--- src/design/bfsa_pkg.sv ---
// shared types and constants of the best-fit segment allocator
// no dependencies
package bfsa_pkg;

    localparam int FREE_N   = 32;
    localparam int USED_N   = 32;
    localparam int PASS_LEN = (FREE_N > USED_N) ? FREE_N : USED_N;
    localparam int CNT_W    = $clog2(PASS_LEN);
    localparam int AW       = 12;

    localparam logic [AW-1:0] POOL_RESET = 12'd2000;

    localparam logic [1:0] ST_OK     = 2'd0;
    localparam logic [1:0] ST_NOFIT  = 2'd1;
    localparam logic [1:0] ST_NOUSED = 2'd2;
    localparam logic [1:0] ST_FULL   = 2'd3;

    localparam logic MODE_ALLOC   = 1'b0;
    localparam logic MODE_RELEASE = 1'b1;

    localparam logic REG_POOL_SIZE  = 1'b0;
    localparam logic REG_COMPACTION = 1'b1;

    typedef struct packed {
        logic          valid;
        logic          done;
        logic [AW-1:0] addr;
        logic [AW-1:0] size;
    } bfsa_entry_t;

    typedef struct packed {
        logic          mode;
        logic [AW-1:0] size;
    } bfsa_in_t;

    typedef struct packed {
        logic [1:0]    status;
        logic [AW-1:0] address;
        logic          compacted;
    } bfsa_out_t;

endpackage

--- src/design/best_fit_segment_allocator_core.sv ---
// top level of the best-fit segment allocator: sequencer around two rotating cell rings
// depends on bfsa_pkg, bfsa_free_ring, bfsa_used_ring
//
// Input channel s_valid/s_ready/s_data carries one request (mode, size); the result
// channel m_valid/m_ready/m_data returns one transaction (status, address, compacted)
// per request. Both tables live in rings of 32 cells that rotate one place a cycle while
// a pass runs; the sequencer sees and rewrites only the head cell, so every pass over a
// table visits each of its 32 cells once. Passes per request:
//   allocate of size zero: none
//   allocate: a scan pass, plus a write pass when a segment fits
//   allocate with packing: scan, one pass per used block plus one, final write pass
//   release: used scan pass, free scan pass, write pass
// One request is worked on at a time; s_ready is high only while the sequencer is
// idle. The result register holds a finished transaction while m_ready is low, and
// the next request may already be accepted and worked on; it waits at its end until
// the register is free. After reset, and after every write of pool_size, a pass rebuilds
// both tables (one free segment over the pool, no used block) with s_ready low.
// Configuration port: cfg_we, cfg_index, cfg_wdata, no read-back.
module best_fit_segment_allocator_core (
    input  logic                aclk,
    input  logic                aresetn,
    input  logic                s_valid,
    output logic                s_ready,
    input  bfsa_pkg::bfsa_in_t  s_data,
    output logic                m_valid,
    input  logic                m_ready,
    output bfsa_pkg::bfsa_out_t m_data,
    input  logic                cfg_we,
    input  logic                cfg_index,
    input  logic [11:0]         cfg_wdata
);

    localparam int AW = bfsa_pkg::AW;
    localparam int CW = bfsa_pkg::CNT_W;

    typedef enum logic [3:0] {
        S_INIT, S_IDLE, S_AL_SCAN, S_AL_WRITE, S_CP_SCAN, S_CP_FINAL,
        S_RL_USED, S_RL_FREE, S_RL_WRITE, S_FIN
    } state_t;

    state_t state_reg, state_next;
    logic [CW-1:0] cnt_reg, cnt_next;
    logic [AW-1:0] pool_reg, pool_next;
    logic          comp_en_reg, comp_en_next;
    logic          m_valid_reg, m_valid_next;
    bfsa_pkg::bfsa_out_t m_data_reg, m_data_next;

    logic [AW-1:0] t_reg, t_next;
    logic          best_found_reg, best_found_next;
    logic [AW-1:0] best_size_reg, best_size_next;
    logic [AW-1:0] best_addr_reg, best_addr_next;
    logic          slot_reg, slot_next;
    logic          wrote_reg, wrote_next;
    logic          pick_found_reg, pick_found_next;
    logic [AW-1:0] pick_addr_reg, pick_addr_next;
    logic          nxt_found_reg, nxt_found_next;
    logic [AW-1:0] nxt_addr_reg, nxt_addr_next;
    logic [AW:0]   cursor_reg, cursor_next;
    logic          first_reg, first_next;
    logic          a_found_reg, a_found_next;
    logic [AW-1:0] a_reg, a_next;
    logic          left_reg, left_next;
    logic          right_reg, right_next;
    logic [AW-1:0] rsize_reg, rsize_next;
    logic [1:0]    status_reg, status_next;
    logic [AW-1:0] raddr_reg, raddr_next;
    logic          comp_reg, comp_next;

    bfsa_pkg::bfsa_entry_t fh, uh, f_wr, u_wr;
    logic pass, f_act, u_act, last;

    bfsa_free_ring u_free (
        .aclk(aclk), .shift_en(pass && f_act), .tail_d(f_wr), .head_q(fh)
    );
    bfsa_used_ring u_used (
        .aclk(aclk), .shift_en(pass && u_act), .tail_d(u_wr), .head_q(uh)
    );

    assign pass  = (state_reg != S_IDLE) && (state_reg != S_FIN);
    assign f_act = {1'b0, cnt_reg} < (CW+1)'(bfsa_pkg::FREE_N);
    assign u_act = {1'b0, cnt_reg} < (CW+1)'(bfsa_pkg::USED_N);
    assign last  = cnt_reg == CW'(bfsa_pkg::PASS_LEN - 1);

    always_comb begin
        logic [AW:0]   fh_end;
        logic [AW:0]   rel_end;
        logic [AW:0]   seg_size;
        logic          fits;
        logic          done_eff;
        bfsa_pkg::bfsa_entry_t e;

        state_next      = state_reg;
        cnt_next        = cnt_reg + CW'(1);
        pool_next       = pool_reg;
        comp_en_next    = comp_en_reg;
        m_valid_next    = m_valid_reg && !m_ready;
        m_data_next     = m_data_reg;
        t_next          = t_reg;
        best_found_next = best_found_reg;
        best_size_next  = best_size_reg;
        best_addr_next  = best_addr_reg;
        slot_next       = slot_reg;
        wrote_next      = wrote_reg;
        pick_found_next = pick_found_reg;
        pick_addr_next  = pick_addr_reg;
        nxt_found_next  = nxt_found_reg;
        nxt_addr_next   = nxt_addr_reg;
        cursor_next     = cursor_reg;
        first_next      = first_reg;
        a_found_next    = a_found_reg;
        a_next          = a_reg;
        left_next       = left_reg;
        right_next      = right_reg;
        rsize_next      = rsize_reg;
        status_next     = status_reg;
        raddr_next      = raddr_reg;
        comp_next       = comp_reg;
        f_wr            = fh;
        u_wr            = uh;
        e               = uh;
        done_eff        = 1'b0;

        fh_end   = {1'b0, fh.addr} + {1'b0, fh.size};
        rel_end  = {1'b0, a_reg} + {1'b0, t_reg};
        seg_size = {1'b0, pool_reg} - cursor_reg;
        fits     = (cursor_reg < {1'b0, pool_reg}) && (seg_size >= {1'b0, t_reg});

        case (state_reg)
            S_INIT: begin
                f_wr = '0;
                u_wr = '0;
                if (cnt_reg == '0 && pool_reg != '0) begin
                    f_wr.valid = 1'b1;
                    f_wr.size  = pool_reg;
                end
                if (last) begin
                    state_next = S_IDLE;
                end
            end
            S_IDLE: begin
                cnt_next = '0;
                if (s_valid) begin
                    t_next          = s_data.size;
                    best_found_next = 1'b0;
                    slot_next       = 1'b0;
                    wrote_next      = 1'b0;
                    a_found_next    = 1'b0;
                    left_next       = 1'b0;
                    right_next      = 1'b0;
                    comp_next       = 1'b0;
                    raddr_next      = '0;
                    status_next     = bfsa_pkg::ST_OK;
                    if (s_data.mode == bfsa_pkg::MODE_RELEASE) begin
                        state_next = S_RL_USED;
                    end else if (s_data.size == '0) begin
                        status_next = bfsa_pkg::ST_NOFIT;
                        state_next  = S_FIN;
                    end else begin
                        state_next = S_AL_SCAN;
                    end
                end
            end
            S_AL_SCAN: begin
                if (u_act && !uh.valid) begin
                    slot_next = 1'b1;
                end
                if (f_act && fh.valid && fh.size >= t_reg &&
                    (!best_found_reg || fh.size < best_size_reg ||
                     (fh.size == best_size_reg && fh.addr < best_addr_reg))) begin
                    best_found_next = 1'b1;
                    best_size_next  = fh.size;
                    best_addr_next  = fh.addr;
                end
                if (last) begin
                    cnt_next = '0;
                    if (!slot_next) begin
                        status_next = bfsa_pkg::ST_FULL;
                        state_next  = S_FIN;
                    end else if (best_found_next) begin
                        state_next = S_AL_WRITE;
                    end else if (comp_en_reg) begin
                        comp_next       = 1'b1;
                        pick_found_next = 1'b0;
                        nxt_found_next  = 1'b0;
                        first_next      = 1'b1;
                        cursor_next     = '0;
                        state_next      = S_CP_SCAN;
                    end else begin
                        status_next = bfsa_pkg::ST_NOFIT;
                        state_next  = S_FIN;
                    end
                end
            end
            S_AL_WRITE: begin
                if (fh.valid && fh.addr == best_addr_reg) begin
                    f_wr.addr  = fh.addr + t_reg;
                    f_wr.size  = fh.size - t_reg;
                    f_wr.valid = fh.size != t_reg;
                end
                if (u_act && !uh.valid && !wrote_reg) begin
                    u_wr       = '{valid: 1'b1, done: 1'b0, addr: best_addr_reg, size: t_reg};
                    wrote_next = 1'b1;
                end
                if (last) begin
                    cnt_next    = '0;
                    raddr_next  = best_addr_reg;
                    state_next  = S_FIN;
                end
            end
            S_CP_SCAN: begin
                if (u_act) begin
                    done_eff = first_reg ? 1'b0 : uh.done;
                    e.done   = done_eff;
                    if (uh.valid && !done_eff) begin
                        if (pick_found_reg && uh.addr == pick_addr_reg) begin
                            e.addr      = cursor_reg[AW-1:0];
                            e.done      = 1'b1;
                            cursor_next = cursor_reg + {1'b0, uh.size};
                        end else if (!nxt_found_reg || uh.addr < nxt_addr_reg) begin
                            nxt_found_next = 1'b1;
                            nxt_addr_next  = uh.addr;
                        end
                    end
                    u_wr = e;
                end
                if (last) begin
                    cnt_next   = '0;
                    first_next = 1'b0;
                    if (nxt_found_next) begin
                        pick_found_next = 1'b1;
                        pick_addr_next  = nxt_addr_next;
                        nxt_found_next  = 1'b0;
                    end else begin
                        wrote_next = 1'b0;
                        state_next = S_CP_FINAL;
                    end
                end
            end
            S_CP_FINAL: begin
                f_wr = '0;
                if (cnt_reg == '0 && cursor_reg < {1'b0, pool_reg}) begin
                    if (fits) begin
                        f_wr.addr  = cursor_reg[AW-1:0] + t_reg;
                        f_wr.size  = seg_size[AW-1:0] - t_reg;
                        f_wr.valid = seg_size[AW-1:0] != t_reg;
                    end else begin
                        f_wr.addr  = cursor_reg[AW-1:0];
                        f_wr.size  = seg_size[AW-1:0];
                        f_wr.valid = 1'b1;
                    end
                end
                if (fits && u_act && !uh.valid && !wrote_reg) begin
                    u_wr = '{valid: 1'b1, done: 1'b0, addr: cursor_reg[AW-1:0], size: t_reg};
                    wrote_next = 1'b1;
                end
                if (last) begin
                    cnt_next    = '0;
                    status_next = fits ? bfsa_pkg::ST_OK : bfsa_pkg::ST_NOFIT;
                    raddr_next  = fits ? cursor_reg[AW-1:0] : '0;
                    state_next  = S_FIN;
                end
            end
            S_RL_USED: begin
                if (u_act && uh.valid && uh.size == t_reg &&
                    (!a_found_reg || uh.addr < a_reg)) begin
                    a_found_next = 1'b1;
                    a_next       = uh.addr;
                end
                if (last) begin
                    cnt_next = '0;
                    slot_next = 1'b0;
                    if (a_found_next) begin
                        state_next = S_RL_FREE;
                    end else begin
                        status_next = bfsa_pkg::ST_NOUSED;
                        state_next  = S_FIN;
                    end
                end
            end
            S_RL_FREE: begin
                if (f_act) begin
                    if (!fh.valid) begin
                        slot_next = 1'b1;
                    end else if (fh_end == {1'b0, a_reg}) begin
                        left_next = 1'b1;
                    end else if ({1'b0, fh.addr} == rel_end) begin
                        right_next = 1'b1;
                        rsize_next = fh.size;
                    end
                end
                if (last) begin
                    cnt_next = '0;
                    if (!left_next && !right_next && !slot_next) begin
                        status_next = bfsa_pkg::ST_FULL;
                        state_next  = S_FIN;
                    end else begin
                        state_next = S_RL_WRITE;
                    end
                end
            end
            S_RL_WRITE: begin
                if (f_act) begin
                    if (fh.valid) begin
                        if (left_reg && fh_end == {1'b0, a_reg}) begin
                            f_wr.size = fh.size + t_reg + (right_reg ? rsize_reg : '0);
                        end else if (left_reg && right_reg && {1'b0, fh.addr} == rel_end) begin
                            f_wr.valid = 1'b0;
                        end else if (!left_reg && right_reg && {1'b0, fh.addr} == rel_end) begin
                            f_wr.addr = a_reg;
                            f_wr.size = fh.size + t_reg;
                        end
                    end else if (!left_reg && !right_reg && !wrote_reg) begin
                        f_wr       = '{valid: 1'b1, done: 1'b0, addr: a_reg, size: t_reg};
                        wrote_next = 1'b1;
                    end
                end
                if (u_act && uh.valid && uh.addr == a_reg) begin
                    u_wr.valid = 1'b0;
                end
                if (last) begin
                    cnt_next   = '0;
                    raddr_next = a_reg;
                    state_next = S_FIN;
                end
            end
            S_FIN: begin
                cnt_next = '0;
                if (!m_valid_reg || m_ready) begin
                    m_valid_next = 1'b1;
                    m_data_next  = '{status: status_reg, address: raddr_reg,
                                     compacted: comp_reg};
                    state_next   = S_IDLE;
                end
            end
            default: begin
                state_next = S_INIT;
                cnt_next   = '0;
            end
        endcase

        if (cfg_we) begin
            if (cfg_index == bfsa_pkg::REG_POOL_SIZE) begin
                pool_next  = cfg_wdata;
                state_next = S_INIT;
                cnt_next   = '0;
            end else begin
                comp_en_next = cfg_wdata[0];
            end
        end
    end

    always_ff @(posedge aclk) begin
        if (!aresetn) begin
            state_reg   <= S_INIT;
            cnt_reg     <= '0;
            pool_reg    <= bfsa_pkg::POOL_RESET;
            comp_en_reg <= 1'b0;
            m_valid_reg <= 1'b0;
        end else begin
            state_reg   <= state_next;
            cnt_reg     <= cnt_next;
            pool_reg    <= pool_next;
            comp_en_reg <= comp_en_next;
            m_valid_reg <= m_valid_next;
        end
        m_data_reg      <= m_data_next;
        t_reg           <= t_next;
        best_found_reg  <= best_found_next;
        best_size_reg   <= best_size_next;
        best_addr_reg   <= best_addr_next;
        slot_reg        <= slot_next;
        wrote_reg       <= wrote_next;
        pick_found_reg  <= pick_found_next;
        pick_addr_reg   <= pick_addr_next;
        nxt_found_reg   <= nxt_found_next;
        nxt_addr_reg    <= nxt_addr_next;
        cursor_reg      <= cursor_next;
        first_reg       <= first_next;
        a_found_reg     <= a_found_next;
        a_reg           <= a_next;
        left_reg        <= left_next;
        right_reg       <= right_next;
        rsize_reg       <= rsize_next;
        status_reg      <= status_next;
        raddr_reg       <= raddr_next;
        comp_reg        <= comp_next;
    end

    assign s_ready = state_reg == S_IDLE;
    assign m_valid = m_valid_reg;
    assign m_data  = m_data_reg;

endmodule

--- src/design/bfsa_cell.sv ---
// one table entry of a ring, loads its neighbor's entry on every shift
// depends on bfsa_pkg
module bfsa_cell (
    input  logic                 aclk,
    input  logic                 shift_en,
    input  bfsa_pkg::bfsa_entry_t d,
    output bfsa_pkg::bfsa_entry_t q
);

    bfsa_pkg::bfsa_entry_t entry_reg;

    always_ff @(posedge aclk) begin
        if (shift_en) begin
            entry_reg <= d;
        end
    end

    assign q = entry_reg;

endmodule

--- src/design/bfsa_free_ring.sv ---
// ring of free segment cells, head at cell 0, rewritten head enters at the tail
// depends on bfsa_pkg, bfsa_cell
module bfsa_free_ring (
    input  logic                  aclk,
    input  logic                  shift_en,
    input  bfsa_pkg::bfsa_entry_t tail_d,
    output bfsa_pkg::bfsa_entry_t head_q
);

    bfsa_pkg::bfsa_entry_t q [bfsa_pkg::FREE_N];

    for (genvar i = 0; i < bfsa_pkg::FREE_N; i++) begin : g_cell
        if (i == bfsa_pkg::FREE_N - 1) begin : g_tail
            bfsa_cell u_cell (.aclk(aclk), .shift_en(shift_en), .d(tail_d), .q(q[i]));
        end else begin : g_mid
            bfsa_cell u_cell (.aclk(aclk), .shift_en(shift_en), .d(q[i+1]), .q(q[i]));
        end
    end

    assign head_q = q[0];

endmodule

--- src/design/bfsa_used_ring.sv ---
// ring of used block cells, head at cell 0, rewritten head enters at the tail
// depends on bfsa_pkg, bfsa_cell
module bfsa_used_ring (
    input  logic                  aclk,
    input  logic                  shift_en,
    input  bfsa_pkg::bfsa_entry_t tail_d,
    output bfsa_pkg::bfsa_entry_t head_q
);

    bfsa_pkg::bfsa_entry_t q [bfsa_pkg::USED_N];

    for (genvar i = 0; i < bfsa_pkg::USED_N; i++) begin : g_cell
        if (i == bfsa_pkg::USED_N - 1) begin : g_tail
            bfsa_cell u_cell (.aclk(aclk), .shift_en(shift_en), .d(tail_d), .q(q[i]));
        end else begin : g_mid
            bfsa_cell u_cell (.aclk(aclk), .shift_en(shift_en), .d(q[i+1]), .q(q[i]));
        end
    end

    assign head_q = q[0];

endmodule

--- config.mk ---
export PLATFORM = sky130hd
export DESIGN_NAME = best_fit_segment_allocator_core
export DESIGN_NICKNAME = d
export VERILOG_FILES = /design/src/design/bfsa_pkg.sv /design/src/design/best_fit_segment_allocator_core.sv /design/src/design/bfsa_cell.sv /design/src/design/bfsa_free_ring.sv /design/src/design/bfsa_used_ring.sv
export SDC_FILE = /design/constraint.sdc
export NUM_CORES = 2
export LEC_CHECK = 0
export BUFFER_PORTS_ARGS = -buffer_cell sky130_fd_sc_hd__buf_4
export CAP_MARGIN = 20
export CORE_ASPECT_RATIO = 0.7
export CORE_MARGIN = 4
export CORE_UTILIZATION = 30
export DETAILED_ROUTE_END_ITERATION = 8
export GPL_TIMING_DRIVEN = 0
export SYNTH_ARGS = -nofsm -noshare
export SYNTH_HDL_FRONTEND = slang
export SYNTH_SLANG_ARGS = --single-unit
--- constraint.sdc ---
create_clock -name aclk -period 79 [get_ports aclk]
set_input_delay 15.8 -clock aclk [delete_from_list [all_inputs] [get_ports aclk]]
set_output_delay 15.8 -clock aclk [all_outputs]
set_load 0.01 [all_outputs]
==> flow_summary.yaml <==
clock_tree:
  number_of_cts_inserted_buffers: 157
  ctsRootBufferMaster: "sky130_fd_sc_hd__clkbuf_16"
  ctsLongestPathBuffers: 4
  post_cts_buffers: 0
  count_of_cells_resized_by_post_cts_repair: 0
  clock_insertion_delay_worst_skew_ns: 0.80
  cts_tree: "built"
  numClockSinks: 1791
  hold_buffers: 0
  cts.htree.levels: 4
  clk_pin_slew_ns: 0.07
job:
  cap_viol_max_count: 0
grt:
  grt_remaining_overflow: 0
  global_route.usage.total_pct: 10.9
  grt_first_pass_wirelength_um: 185000
  antenna_violations_before_repair: 3
  first_global_vias: 28400
  grt_max_degree: 145
route:
  antenna_left: 0
  finalWirelength_um: 126000
  wire_per_inst_um: 19.1
  dr.first_iter.drc_count: 3140
  drc_errors: 0
  drt-pass1-iter-count: 7
  viasPerCell: 4.54
  vias: 29900
synth:
  synth_ff_type: "sky130_fd_sc_hd__edfxtp_1"
  syn_area_per_cell_um2: 18.9
  synth_cell_type_count: 78
  post_synth_arst_share_pct: 0
  syn-cell-area_um2: 64200
  post_synth_edffs: 1768
  syn_inst: 3397
  ys_ff_latch: 1791
  ys_seq_area_share_pct: 83.4
  synth_nets: 3604
  synth_warnings: 0
die:
  initial_utilization_pct: 30.3
  floorplan.die_area_um2: 222000
  core_region_area_um2: 212000
  num_rows: 141
  top_level_ports: 48
  die-height_um: 395
  die_width_um: 561
power:
  clock_network_fraction_of_design_power_pct: 39.4
  ir_drop_worst_case_vdd_uv: 16.0
  sequentialPowerShare_pct: 58.8
  cell_internal_pwr_mw: 1.47
  fin_total_pwr_mw: 1.82
  power.share.switching_pct: 19.1
  switching_power_mw: 0.347
  p_per_area_nw_per_um2: 24.7
  cellLeakagePower_nw: 28.9
  power.combinational.fraction_pct: 1.8
placed_design:
  gpl.final_weighted_congestion: 0.874
  place_hpwl_um: 81600
  buffer_ports.inserted: 47
sta:
  layout_worst_path_cycle_share_pct: 24.0
  timing.hold.ws_ns: 0.353
  setup_violations: 0
  worst_pin_slew_ns: 1.28
  grt_setup_unrepaired: "false"
  final_period_minus_worst_setup_slack_ns: 18.96
  worst_case_clock_skew_ns: 0.0798
  achievable-frequency_mhz: 52.7
  final.setup.tns_ns: 0
  slew_headroom_pct: 14.0
  hold_viol: 0
  report.final.slew_viol_count: 0
setup_path:
  worst_r2r_endpoint: "u_free.g_cell[31].g_tail.u_cell.q[14]"
  worstSetupEndpointType: "output port"
  worstPathMaxFanout: 100
  reg2reg_slack_ns: 72.33
  r2r_cells: 20
  worstPathArrival_ns: 3.16
  worst-endpoint-required_ns: 63.20
  worstSetupStartpoint: "state_reg[0]"
  kind_of_start_point_of_the_critical_path: "register"
  r2r-start: "cursor_reg[1]"
  worstSetupPathType: "register to output port"
worst_hold_path:
  timing.hold.worst_path_depth: 0
  min_delay_worst_endpoint: "u_free.g_cell[18].g_mid.u_cell.q[16]"
  holdCritStartpoint: "u_free.g_cell[19].g_mid.u_cell.q[16]"
  worst_hold_path_type: "register to register"
cells_and_area:
  largest_register_ff_count: 806
  drive_above_1_share_pct: 8.58
  area_growth_pct: 14.3
  design.final.nets: 3838
outcome:
  outcome: "finished clean"
per-stage QoR:
stage	cell area (um^2)	util [%]	setup WS (ns)	std cells
floorplan	64200	-	27.86	3397
global placement	68100	32.2	14.26	6304
detailed placement	68700	32.4	60.80	6331
CTS	73400	34.6	59.95	6590
global route	73400	34.6	59.72	6591
finish	73400	34.6	60.04	6593
cell type report:
cell class | count | area [um^2]
repair buffers | 75 | 842
clock inverters | 63 | 572
diodes | 2 | 5.00
flip-flops and latches | 1791 | 53600
clock buffers | 196 | 4120
inverters | 139 | 529
plain buffers | 66 | 251
fillers | 19800 | 139000
multi-input cells | 1401 | 9930
well taps | 2860 | 3580
cell families (layout without fill, tap and decap cells):
kind of cell / count (synthesis) / after routing / share of synthesized area [%]
flops: 1791 / 1791 / 83.4
compound gates: 550 / 550 / 5.52
simple gates: 493 / 493 / 3.73
buf+inv: 205 / 539 / 1.20
fa+ha+maj: 176 / 176 / 3.55
xor+xnor: 133 / 133 / 1.81
mux: 49 / 49 / 0.793
other cells: 0 / 2 / 0
synth_stat cells, types with 4 or more instances:
library cell | instances | area [um^2]
sky130_fd_sc_hd__a211o_1 | 5 | 43.8
sky130_fd_sc_hd__a221oi_1 | 14 | 123
sky130_fd_sc_hd__ha_1 | 166 | 2080
sky130_fd_sc_hd__nand3_1 | 46 | 230
sky130_fd_sc_hd__and2_1 | 15 | 93.8
sky130_fd_sc_hd__a22o_1 | 13 | 114
sky130_fd_sc_hd__a221o_1 | 4 | 40.0
sky130_fd_sc_hd__nand2_1 | 139 | 522
sky130_fd_sc_hd__edfxtp_1 | 1768 | 53100
sky130_fd_sc_hd__dfxtp_1 | 23 | 460
sky130_fd_sc_hd__nor3b_1 | 4 | 30.0
sky130_fd_sc_hd__a21boi_0 | 13 | 97.6
sky130_fd_sc_hd__o41ai_1 | 5 | 43.8
sky130_fd_sc_hd__xnor2_1 | 86 | 753
sky130_fd_sc_hd__nor2_1 | 121 | 454
sky130_fd_sc_hd__a31oi_1 | 23 | 144
sky130_fd_sc_hd__xor2_1 | 47 | 412
sky130_fd_sc_hd__o31a_1 | 5 | 43.8
sky130_fd_sc_hd__nand2b_1 | 28 | 175
sky130_fd_sc_hd__a22oi_1 | 5 | 37.5
sky130_fd_sc_hd__a211oi_1 | 22 | 165
sky130_fd_sc_hd__clkbuf_1 | 62 | 233
sky130_fd_sc_hd__o21a_1 | 15 | 113
sky130_fd_sc_hd__o221ai_1 | 9 | 78.8
sky130_fd_sc_hd__o22ai_1 | 6 | 37.5
sky130_fd_sc_hd__mux2_2 | 15 | 169
sky130_fd_sc_hd__or3_1 | 10 | 62.6
sky130_fd_sc_hd__and3_1 | 10 | 62.6
sky130_fd_sc_hd__o21ai_0 | 137 | 686
sky130_fd_sc_hd__nand4_1 | 20 | 125
sky130_fd_sc_hd__a222oi_1 | 20 | 200
sky130_fd_sc_hd__fa_1 | 10 | 200
sky130_fd_sc_hd__inv_1 | 138 | 518
sky130_fd_sc_hd__mux2i_1 | 34 | 340
sky130_fd_sc_hd__a2bb2oi_1 | 5 | 43.8
sky130_fd_sc_hd__o211ai_1 | 11 | 82.6
sky130_fd_sc_hd__or2_2 | 11 | 68.8
sky130_fd_sc_hd__nor2b_1 | 21 | 131
sky130_fd_sc_hd__o21bai_1 | 16 | 120
sky130_fd_sc_hd__a21oi_1 | 154 | 771
sky130_fd_sc_hd__nor4_1 | 19 | 119
sky130_fd_sc_hd__a21o_1 | 31 | 233
sky130_fd_sc_hd__nor3_1 | 33 | 165
power groups by stage:
stage,logic [mW],registers [mW],clock network [mW]
after global routing,0.0351,1.07,0.786
final,0.0320,1.07,0.716
after detailed placement,0.0310,1.09,0
after global placement,0.0307,1.09,0
after CTS,0.0313,1.07,0.744
after floorplan,0.0223,1.08,0
critical path, cell delays in order (launching register included):
cell and delay (ns):
sky130_fd_sc_hd__dfxtp_1 0.31, sky130_fd_sc_hd__clkbuf_1 0.35, sky130_fd_sc_hd__nand2_1 0.13, sky130_fd_sc_hd__nor2_1 0.62
sky130_fd_sc_hd__inv_8 0.41, sky130_fd_sc_hd__nor2_1 0.37, sky130_fd_sc_hd__buf_4 0.19
how the worst max path moves through the flow:
| stage | end | cells past startpoint | slack (ns) |
|---|---|---|---|
| 2_1_floorplan | s_ready | 5 | 27.86 |
| 3_3_place_gp | s_ready | 6 | 14.26 |
| 3_5_place_dp | s_ready | 6 | 60.80 |
| 4_1_cts | s_ready | 6 | 59.95 |
| 5_1_grt | s_ready | 6 | 59.72 |
| 6_report | s_ready | 6 | 60.04 |
placed cells by master, fill, tap and decap left out, types with 47 or more instances in the layout:
master	instances
sky130_fd_sc_hd__nand2_1	139
sky130_fd_sc_hd__xnor2_1	86
sky130_fd_sc_hd__o21ai_0	136
sky130_fd_sc_hd__clkbuf_1	99
sky130_fd_sc_hd__a21oi_1	154
sky130_fd_sc_hd__nor2_1	120
sky130_fd_sc_hd__inv_1	137
sky130_fd_sc_hd__edfxtp_1	1768
sky130_fd_sc_hd__ha_1	166
sky130_fd_sc_hd__clkbuf_16	159
sky130_fd_sc_hd__xor2_1	47
sky130_fd_sc_hd__buf_4	55
routing by layer:
layer | share of wire (%) | GRT usage (%) | vias up
met1 | 51 | 17.5 | 15200
met2 | 40 | 14.8 | 851
met5 | 0 | 0 | -
li1 | - | - | 13700
met3 | 7.1 | 2.47 | 197
met4 | 2.0 | 2.56 | 0
(Power assumes the default switching activity.)
